## src/hw/rtl/tdc_histogram_quantile_assert.svh

```systemverilog
// assertion macros shared by the rtl of the tdc histogram block
// no dependencies; taken in by `include where checks are written
`ifndef TDC_HISTOGRAM_QUANTILE_ASSERT_SVH
`define TDC_HISTOGRAM_QUANTILE_ASSERT_SVH

// same-cycle implication, disabled while reset is asserted
`define THQ_ASSERT_NOW(label, clk_sig, rst_sig, ante, cons) \
	label: assert property (@(posedge clk_sig) disable iff (!rst_sig) (ante) |-> (cons)) \
		else $error("tdc_histogram_quantile: same-cycle check failed");

// next-cycle implication, disabled while reset is asserted
`define THQ_ASSERT_NEXT(label, clk_sig, rst_sig, ante, cons) \
	label: assert property (@(posedge clk_sig) disable iff (!rst_sig) (ante) |=> (cons)) \
		else $error("tdc_histogram_quantile: next-cycle check failed");

`endif

```

## src/hw/rtl/thq_pkg.sv

```systemverilog
// shared types and fixed constants of the tdc histogram quantile block
// no dependencies; used by the front, back and top rtl files and bench
package thq_pkg;

	localparam int COUNT_W        = 32;
	localparam int BIN_OUT_W      = 6;
	localparam int TDC_W          = 6;
	localparam int ADC_W          = 8;
	localparam int ETA_W          = 6;
	localparam int DEPTH_W        = 3;
	localparam int PERMILLE_W     = 10;
	localparam int PERMILLE_SCALE = 1000;
	localparam int CFG_IDX_W      = 1;
	localparam int CFG_DATA_W     = 10;

	localparam logic [ADC_W-1:0]      ADC_THRESHOLD_RST = 8'd33;
	localparam logic [PERMILLE_W-1:0] PERMILLE_RST      = 10'd900;

	// queue depths between the parts of the block
	localparam int CMD_DEPTH = 4;
	localparam int RES_DEPTH = 4;
	localparam int RES_CNT_W = $clog2(RES_DEPTH + 1);

	typedef enum logic {
		OP_HIT   = 1'b0,
		OP_QUERY = 1'b1
	} thq_op_e;

	typedef enum logic [CFG_IDX_W-1:0] {
		REG_ADC_THRESHOLD = 1'b0,
		REG_QUANTILE      = 1'b1
	} thq_reg_e;

	// classification of one request, produced by the front part
	typedef struct packed {
		thq_op_e op;
		logic    cell_ok;
		logic    counted;
		logic    dropped;
	} thq_ctrl_t;

	typedef struct packed {
		thq_op_e                kind;
		logic                   hit_counted;
		logic                   hit_dropped_code;
		logic [BIN_OUT_W-1:0]   quantile_bin;
		logic [COUNT_W-1:0]     cell_total;
	} thq_result_t;

endpackage

```

## src/hw/rtl/thq_front.sv

```systemverilog
// front part: decodes a request into cell validity, hit flags and a store address
// depends on thq_pkg
module thq_front #(
	parameter int ETA_ROWS   = 30,
	parameter int DEPTH_ROWS = 8,
	parameter int TDC_BINS   = 51,
	parameter int ADDR_W     = 14
) (
	input  logic                                 operation,
	input  logic signed [thq_pkg::ETA_W-1:0]     eta_index,
	input  logic        [thq_pkg::DEPTH_W-1:0]   depth_index,
	input  logic        [thq_pkg::TDC_W-1:0]     tdc_code,
	input  logic        [thq_pkg::ADC_W-1:0]     adc_code,
	input  logic        [thq_pkg::ADC_W-1:0]     adc_threshold,
	output thq_pkg::thq_ctrl_t                   ctrl,
	output logic        [ADDR_W-1:0]             addr
);

	logic [thq_pkg::ETA_W-1:0] eta_bits;
	logic [thq_pkg::ETA_W-1:0] mag;
	logic                      row_ok;
	logic                      depth_ok;
	logic                      cell_ok;
	logic                      bin_ok;
	logic                      pass;
	logic                      is_hit;
	logic [ADDR_W-1:0]         base;

	assign eta_bits = eta_index;
	// magnitude of the two's complement eta, -32 gives 32
	assign mag      = eta_bits[thq_pkg::ETA_W-1] ? (~eta_bits + 1'b1) : eta_bits;
	assign row_ok   = {1'b0, mag} < (thq_pkg::ETA_W + 1)'(ETA_ROWS);
	assign depth_ok = {2'b00, depth_index} < (thq_pkg::DEPTH_W + 2)'(DEPTH_ROWS);
	assign cell_ok  = row_ok && depth_ok;
	assign bin_ok   = {1'b0, tdc_code} < (thq_pkg::TDC_W + 1)'(TDC_BINS);
	assign is_hit   = (thq_pkg::thq_op_e'(operation) == thq_pkg::OP_HIT);
	assign pass     = is_hit && cell_ok && (adc_code > adc_threshold);

	assign base = (ADDR_W'(mag) * ADDR_W'(DEPTH_ROWS) + ADDR_W'(depth_index))
		* ADDR_W'(TDC_BINS);

	always_comb begin
		ctrl.op      = thq_pkg::thq_op_e'(operation);
		ctrl.cell_ok = cell_ok;
		ctrl.counted = pass && bin_ok;
		ctrl.dropped = pass && !bin_ok;
		addr         = is_hit ? (base + ADDR_W'(tdc_code)) : base;
	end

endmodule

```

## config.mk

```make
export PLATFORM = sky130hd
export DESIGN_NAME = thq_front
export DESIGN_NICKNAME = d
export VERILOG_FILES = /design/src/hw/rtl/tdc_histogram_quantile_assert.svh /design/src/hw/rtl/thq_pkg.sv /design/src/hw/rtl/thq_front.sv
export SDC_FILE = /design/constraint.sdc
export NUM_CORES = 1
export LEC_CHECK = 0
export BUFFER_PORTS_ARGS = -buffer_cell sky130_fd_sc_hd__buf_2
export CORE_UTILIZATION = 45
export DETAILED_ROUTE_END_ITERATION = 10
export PLACE_DENSITY = 0.69
export RECOVER_POWER = 100
export SYNTH_ARGS = -nofsm -noshare
export SYNTH_HDL_FRONTEND = slang
export SYNTH_SLANG_ARGS = --single-unit
```

## constraint.sdc

```tcl
create_clock -name vclk -period 5.7
set_input_delay 0.57 -clock vclk [all_inputs]
set_output_delay 0.57 -clock vclk [all_outputs]
set_load 0.03 [all_outputs]
```

==> metrics.md <==
| Metric | Value |
|---|---|
| Final Wtd Congestion | 0.8239 |
| Leading area contributor after synthesis | ha_1 |
| Min Tclk post-route | 5.390 ns |
| Die Footprint | 4292 um^2 |
| CP arrival | 4.82 ns |
| Post-route ant nets | 0 |
| Most common cell after layout, fill and taps aside | ha_1 |
| Slowest-stage cell, CP | fa_1 |
| CP Cell Sequence | buf_2, or3_1, nand2_1, xnor2_1, ha_1, fa_1, inv_1, fa_1, inv_1, ha_1, a21oi_1, nand3_1, or4_1, o221ai_2, nand4_1, nor3_2, xnor2_1, clkbuf_2 |
| Initial drt markers | 61 |
| DRC errors left | 0 |
| Vias in the first global route | 1,574 |
| Mapped cell area | 1815 um^2 |
| Io pins | 50 |
| Storage cell area | 0 um^2 |
| Final Total Pwr | 0.0009291 W |
| Fin. max-slew vios | 0 |
| Worst min path class | in -> out |
| Commonest cells after routing, fill and taps aside | 44 x ha_1, 33 x buf_2, 31 x inv_1, 19 x xnor2_1, 15 x clkbuf_1 |
| Post-cts hold buffer count | 0 |
| Crit Path Max Fanout | 4 |
| FP Rows | 22 |
| Largest cells by area after synthesis | ha_1 30%, fa_1 11%, xnor2_1 9.2% |
| GRT Overall Usage | 0.1769 |
| HPWL Detailed | 3117 um |
| Max transition margin | 0.5043 |
| Area Overhead vs Synth | 15.23% |
| Routed vias | 1,633 |
| WP data required | 5.13 ns |
| Ant. Diodes | 0 |
| Top achievable clock speed | 0.1855 GHz |
| Final setup vio count | 0 |
| Fin nets | 355 |
| Synth cell types | 45 |
| Mapped Cells | 219 |
| LEAKAGE | 1.083 nW |
| First-pass GRT wire length | 6313 um |
| Via density | 5.184 |
| IO buf count | 50 |
| Syn_area_per_cell | 8.290 um^2 |
| CP startpoint kind | input pin |
| Largest net degree at the start of global routing | 16 |
| Maximum vdd drop | 0.2279 mV |
| Slew at the pin with the worst max-slew slack | 0.7436 ns |
| Post-CTS Setup Bufs | 0 |
| Syn nets | 305 |
| Die Y-Extent | 65.52 um |
| Maxcap violations | 0 |
| Hold Violations, Final | 0 |
| Ratio of total power to cell area | 444.1 nW/um^2 |
| CP peak stage delay | 0.54 ns |
| Final worst setup slack | 0.3097 ns |
| Final instance area | 2092 um^2 |
| Initial antenna violation count | 0 |
| Setup_tns | 0 ns |
| Avg WL per Cell | 10.82 um |
| Chip width | 65.52 um |
| Overflow after GRT | 0 |
| Status | complete, no violations |
| Starting Density | 0.4814 |
| Hold Crit Depth | 4 |
| Core footprint | 3771 um^2 |
| CP Capture Type | output pin |
| RSZ-0062 raised after global routing | no |
| Post-cts sizing count | 0 |
| Clock buffer cells | 0 |
| WL final | 3407 um |
| Sequential cell count | 0 |
| Sequential share of the synthesized area | 0 |
| DP Area | 2115 um^2 |
| Period utilization | 0.9457 |
| Kind of critical path | in -> out |
| Layout cell share with drive strength beyond 1 | 0.1835 |
| Pre-antenna DRT Iters | 4 |
| Yosys top cell area share | 0.3032 |
| Pre-CTS setup slack | 0.3960 ns |
| Ys Warns | 0 |
-- stage by stage --
step | util | std cells | hold slack, ns
after floorplan | - | 219 | 1.272
after global placement | 0.5607 | 315 | 1.548
after detailed placement | 0.5607 | 315 | 1.549
after CTS | 0.5607 | 315 | 1.552
after global routing | 0.5547 | 315 | 1.608
final | 0.5547 | 315 | 1.574
-- critical path: cells and delay by family --
family	cells	cell delay (ns)
simple gates	6	1.40
fa+ha+maj	4	1.70
xor+xnor	2	0.32
compound gates	2	0.40
buf+inv	4	0.43
-- per-layer routing --
layer / vias up / part of all wire / wire [um] / global-route usage
met2: 34 / 0.47 / 1587 / 0.3260
met5: - / 0 / 0 / 0
met4: 0 / 0 / 0 / 0
met1: 734 / 0.50 / 1702 / 0.2389
li1: 865 / - / - / -
met3: 0 / 0.034 / 117 / 0.008681
-- cell usage after synthesis, types with 2 or more instances --
cell type	count
a211o_1	2
a211oi_1	5
a21o_1	5
a21oi_1	13
buf_4	2
fa_1	10
ha_1	44
inv_1	31
mux2_2	2
nand2_1	13
nand2b_1	4
nand3_1	3
nand3_2	2
nand4_1	3
nor2_1	12
nor2b_1	2
o21a_1	2
o21ai_0	11
xnor2_1	19
xor2_1	9
-- layout make-up --
cell class	instances	area, um^2
fillers	376	1679
multi-input cells	185	1677
repair buffers	51	239.0
well taps	48	60.06
inverters	31	116.4
-- cell families (layout without fill, tap and decap cells) --
kind of cell	Yosys count	after routing	share of synthesized area
adder cells (fa/ha/maj)	54	54	0.4135
AO/OA/AOI/OAI	50	50	0.1833
AND/OR/NAND/NOR	50	50	0.1661
buffers and inverters	34	82	0.07443
XOR/XNOR	29	29	0.1502
multiplexers	2	2	0.01240
-- path summary, 6_finish.rpt --
check	slack (ns)	to	startpoint
setup / recovery	0.31	addr[13]	eta_index[0]
hold / removal	1.57	ctrl[0]	tdc_code[5]
-- where the power goes --
part,total [W],internal [W],switching (W)
Clock,0,0,0
Sequential,0,0,0
Combinational,0.000929,0.000343,0.000586
Total,0.000929,0.000343,0.000586
Note: power is estimated with default switching activity, not from simulation.
