$ cat src/hw/rtl/tdc_histogram_quantile_assert.svh
// assertion macros shared by the rtl of the tdc histogram block
// no dependencies; taken in by `include where checks are written
`ifndef TDC_HISTOGRAM_QUANTILE_ASSERT_SVH
`define TDC_HISTOGRAM_QUANTILE_ASSERT_SVH

// same-cycle implication, disabled while reset is asserted
`define THQ_ASSERT_NOW(label, clk_sig, rst_sig, ante, cons) \
	label: assert property (@(posedge clk_sig) disable iff (!rst_sig) (ante) |-> (cons)) \
		else $error("tdc_histogram_quantile: same-cycle check failed");

// next-cycle implication, disabled while reset is asserted
`define THQ_ASSERT_NEXT(label, clk_sig, rst_sig, ante, cons) \
	label: assert property (@(posedge clk_sig) disable iff (!rst_sig) (ante) |=> (cons)) \
		else $error("tdc_histogram_quantile: next-cycle check failed");

`endif

$ cat src/hw/rtl/thq_fifo.sv
// small first-in first-out queue of register storage
// depends on nothing; used for the request queue and the result buffer
module thq_fifo #(
	parameter int WIDTH = 8,
	parameter int DEPTH = 4
) (
	input  logic                       clk,
	input  logic                       arst_n,
	input  logic                       push,
	input  logic [WIDTH-1:0]           push_data,
	input  logic                       pop,
	output logic [WIDTH-1:0]           pop_data,
	output logic [$clog2(DEPTH+1)-1:0] count,
	output logic                       full,
	output logic                       empty
);

	localparam int PTR_W = $clog2(DEPTH);
	localparam int CNT_W = $clog2(DEPTH + 1);

	logic [WIDTH-1:0] store_q [DEPTH];
	logic [PTR_W-1:0] wr_ptr_q;
	logic [PTR_W-1:0] rd_ptr_q;
	logic [CNT_W-1:0] count_q;

	assign count    = count_q;
	assign full     = (count_q == CNT_W'(DEPTH));
	assign empty    = (count_q == '0);
	assign pop_data = store_q[rd_ptr_q];

	always_ff @(posedge clk or negedge arst_n) begin
		if (!arst_n) begin
			wr_ptr_q <= '0;
			rd_ptr_q <= '0;
			count_q  <= '0;
		end else begin
			if (push) begin
				wr_ptr_q <= (wr_ptr_q == PTR_W'(DEPTH - 1)) ? '0 : wr_ptr_q + 1'b1;
			end
			if (pop) begin
				rd_ptr_q <= (rd_ptr_q == PTR_W'(DEPTH - 1)) ? '0 : rd_ptr_q + 1'b1;
			end
			if (push && !pop) begin
				count_q <= count_q + 1'b1;
			end else if (pop && !push) begin
				count_q <= count_q - 1'b1;
			end
		end
	end

	always_ff @(posedge clk) begin
		if (push) begin
			store_q[wr_ptr_q] <= push_data;
		end
	end

endmodule

$ cat config.mk
export PLATFORM = sky130hd
export DESIGN_NAME = thq_fifo
export DESIGN_NICKNAME = d
export VERILOG_FILES = /design/src/hw/rtl/tdc_histogram_quantile_assert.svh /design/src/hw/rtl/thq_fifo.sv
export SDC_FILE = /design/constraint.sdc
export NUM_CORES = 1
export LEC_CHECK = 0
export BUFFER_PORTS_ARGS = -buffer_cell sky130_fd_sc_hd__buf_4
export CAP_MARGIN = 10
export CELL_PAD_IN_SITES_DETAIL_PLACEMENT = 0
export CELL_PAD_IN_SITES_GLOBAL_PLACEMENT = 2
export CORE_MARGIN = 2
export CORE_UTILIZATION = 41
export DETAILED_ROUTE_END_ITERATION = 16
export PLACE_DENSITY = 0.79
export SLEW_MARGIN = 20
export SYNTH_ARGS = -nofsm -noshare
export SYNTH_HDL_FRONTEND = slang
export SYNTH_SLANG_ARGS = --single-unit
export TNS_END_PERCENT = 10
$ cat constraint.sdc
create_clock -name clk -period 1.6 [get_ports clk]
set_clock_uncertainty 0.2 [all_clocks]
set_input_delay 0.08 -clock clk [delete_from_list [all_inputs] [get_ports clk]]
set_output_delay 0.08 -clock clk [all_outputs]
set_load 0.03 [all_outputs]
==> results.py <==
metrics = {
    "logic_synthesis": {
        "post_synth.cell_area_avg_um2": 19.8,
        "yosys.area_share.simple_pct": 3.67,
        "syn_nets": 98,
        "synth_compound_area_share_pct": 1.20,
        "syn-cell-area_um2": 1570,
        "ys_types": 18,
        "synthCells": 79,
        "synthAdderAreaFrac_pct": 6.07,
        "synth-seq-cells": 39,
        "synth_top_family_by_area": "multiplexers",
        "yosys_warnings": 0,
        "synthXorXnorAreaFrac_pct": 1.68,
        "yosysSeqAreaShare_pct": 72.5,
        "muxShareOfSynthArea_pct": 12.9,
    },
    "clock_network": {
        "cts_inserted_buffers": 5,
        "htree_levels": 2,
        "cts_max_path_buffers": 2,
        "cts_setup_buffers": 0,
        "clk_latency_ns": 0.29,
        "clock_sinks": 39,
        "cts_tree": "yes",
        "cts-root-buf": "clkbuf_8",
        "path_clk_slew_ns": 0.07,
    },
    "sta": {
        "layout_setup_ws_ns": -0.216,
        "report.final.slew_viol_count": 0,
        "setup_violations": 8,
        "whs_ns": 0.0197,
        "rsz0062_at_grt": "yes",
        "period_share_pct": 114,
        "max-slew-margin-rel_pct": 69.9,
        "hold_viol_final": 0,
        "fin_crit_ns": 1.82,
        "fmax_ghz": 0.551,
        "worst_pin_slew_ns": 0.452,
    },
    "setup_path": {
        "cp.required_ns": 1.32,
        "cp-start-kind": "register",
        "cp_slowest_stage_delay_ns": 0.50,
        "crit_start": "rd_ptr_q[0]",
        "reg2reg_from": "count[1]",
        "slowest_stage": "mux4_2",
        "worst-path-buf-inv": 2,
        "crit_family": "multiplexers",
        "crit_fanout": 4,
        "path_common_cell": "buf_4",
        "path_class": "register to output port",
        "critPathCaptureType": "output port",
        "cp_cell_sequence": "buf_4, mux4_2, buf_4",
        "worstPathArrival_ns": 1.54,
    },
    "power": {
        "p_leak_uw": 0.000839,
        "intPower_uw": 2600,
        "power_per_cell_area_nw_per_um2": 1790,
        "peakVddDrop_mv": 0.784,
        "seq_power_share_pct": 38.4,
        "power.share.clock_pct": 20.7,
        "switching_share_pct": 33.0,
        "p_comb_share_pct": 40.9,
        "finalPower_uw": 3890,
        "switching_power_uw": 1280,
    },
    "layout": {
        "num_antenna_cells": 0,
        "areaGrowthSynthToFinish_pct": 38.6,
        "design_area_um2": 2170,
        "layout-drive-gt1-share_pct": 40.8,
        "multiInputGateArea_um2": 400,
        "fillers": 274,
        "regArea_um2": 1140,
        "nNetsFinal": 148,
    },
    "die": {
        "die-area_um2": 4330,
        "row_count": 22,
        "die_y_um": 65.8,
        "num_io_pins": 25,
        "core_um2": 3660,
        "start_util_pct": 42.8,
        "die_w_um": 65.8,
    },
    "detailed_routing": {
        "first_iter_violations": 31,
        "met1_length_mm": 1.14,
        "drt-pass1-iter-count": 4,
        "num_vias": 830,
        "met2_length_mm": 1.23,
        "wirelength_mm": 2.54,
        "wl_per_cell_um": 14.3,
        "wl_met3_um": 115,
        "drcViolationCount": 0,
        "final_antenna_net_count": 0,
        "routed_via_density": 4.66,
        "highest-signal-layer": "met4",
    },
    "worst_hold_path": {
        "hold_class": "input port to register",
        "hp-start": "push",
    },
    "global_route": {
        "antenna_found_initial": 0,
        "grt_pass1_wl_mm": 4.00,
        "grt_pass1_vias": 821,
        "grt_start_max_net_pins": 14,
        "grt_usage_pct": 13.6,
        "grt_remaining_overflow": 0,
    },
    "job": {
        "drv_cap": 0,
    },
    "place": {
        "finalWeightedCongestion": 0.710,
        "place_ws_ns": 0.00339,
        "io_buffer_count": 24,
        "dp_hpwl_mm": 1.69,
        "dpl_cell_area_um2": 1900,
    },
    "run_status": {
        "violations": "setup timing",
        "status": "complete, but fails checks",
    },
}
placed cells by master, fill, tap and decap left out:
| master | Yosys | layout |
|---|---|---|
| a21o_2 | 1 | 1 |
| and2_1 | 4 | 4 |
| buf_12 | 0 | 4 |
| buf_4 | 0 | 21 |
| buf_6 | 1 | 7 |
| bufinv_16 | 0 | 1 |
| clkbuf_8 | 0 | 5 |
| clkinv_2 | 0 | 1 |
| clkinv_4 | 0 | 1 |
| dfrtp_1 | 7 | 5 |
| dfrtp_2 | 0 | 2 |
| dlygate4sd3_1 | 0 | 13 |
| edfxtp_1 | 32 | 32 |
| fa_1 | 1 | 1 |
| ha_1 | 6 | 6 |
| inv_1 | 4 | 4 |
| mux2_2 | 2 | 2 |
| mux4_2 | 8 | 8 |
| nand2_1 | 2 | 2 |
| nor2_1 | 2 | 2 |
| nor3_1 | 2 | 2 |
| nor3b_1 | 1 | 1 |
| o21ai_0 | 2 | 2 |
| xnor2_1 | 1 | 1 |
| xor2_1 | 2 | 2 |
through the flow:
step | instances | TNS (ns) | utilization [%]
after floorplan | 79 | 0 | -
after global placement | 157 | 0 | 52.0
after detailed placement | 157 | 0 | 52.0
after CTS | 178 | -1.68 | 59.4
after global routing | 178 | -1.97 | 59.4
final | 178 | -1.50 | 59.4
area by class of cell:
class	count	area share (%)
clock buffer	5	3.17
timing repair buffer	45	20.6
inverter	4	0.691
sequential	39	52.4
clock inverter	3	2.01
multi-input combinational	34	18.4
tap	48	2.76
worst paths after layout:
kind / to / slack, ns / cells after the start
setup reg to reg: count[2] / 0.06 / 4
max in group asynchronous: count[0] / 0.38 / 3
hold reg to reg: count[2] / 0.32 / 1
setup / recovery: pop_data[5] / -0.22 / 3
hold / removal: count[0] / 0.02 / 3
min in group asynchronous: rd_ptr_q[1] / 0.55 / 3
layer usage:
layer	track usage, %	vias to the layer above
met3	4.60	6
met1	17.0	405
li1	-	402
met5	0	-
met2	21.1	17
met4	7.03	0
Yosys cell counts, drive strengths merged:
cell / instances / area, µm²
a21o: 1 / 8.76
and2: 4 / 25.0
buf: 2 / 16.3
dfrtp: 7 / 175
edfxtp: 32 / 961
fa: 1 / 20.0
ha: 6 / 75.1
inv: 4 / 15.0
mux2: 2 / 22.5
mux4: 8 / 180
nand2: 2 / 7.51
nor2: 2 / 7.51
nor3: 2 / 10.0
nor3b: 1 / 7.51
o21ai: 2 / 10.0
xnor2: 1 / 8.76
xor2: 2 / 17.5
kinds of logic after synthesis:
kind of cell / Yosys count
fa+ha+maj: 7
flops: 39
compound gates: 3
simple gates: 11
mux: 10
buf+inv: 6
xor+xnor: 3
worst reg2reg max path, cell delays in order, from the launching register on:
cell	delay, ns
dfrtp_2	0.45
fa_1	0.41
xor2_1	0.15
nor2_1	0.11
xor2_1	0.15
power by group through the flow:
stage | combinational, µW | clock [µW] | sequential (µW)
after floorplan | 886 | 0 | 1530
after global placement | 1480 | 0 | 1510
after detailed placement | 1500 | 0 | 1520
after CTS | 1610 | 818 | 1500
after global routing | 1680 | 862 | 1520
final | 1590 | 803 | 1490
repair_timing:
item / in CTS / in global routing
endpoints found under the hold margin: 43 / 0
setup endpoints to repair: 8 / 8
resized for setup: 7 / 0
hold buffers: 13 / 0
flip-flops by register name, summed over array words and instances (netlist names):
register / cells
store_q: 32
count: 3
rd_ptr_q: 2
wr_ptr_q: 2
Power figures use the tool's default switching activity.
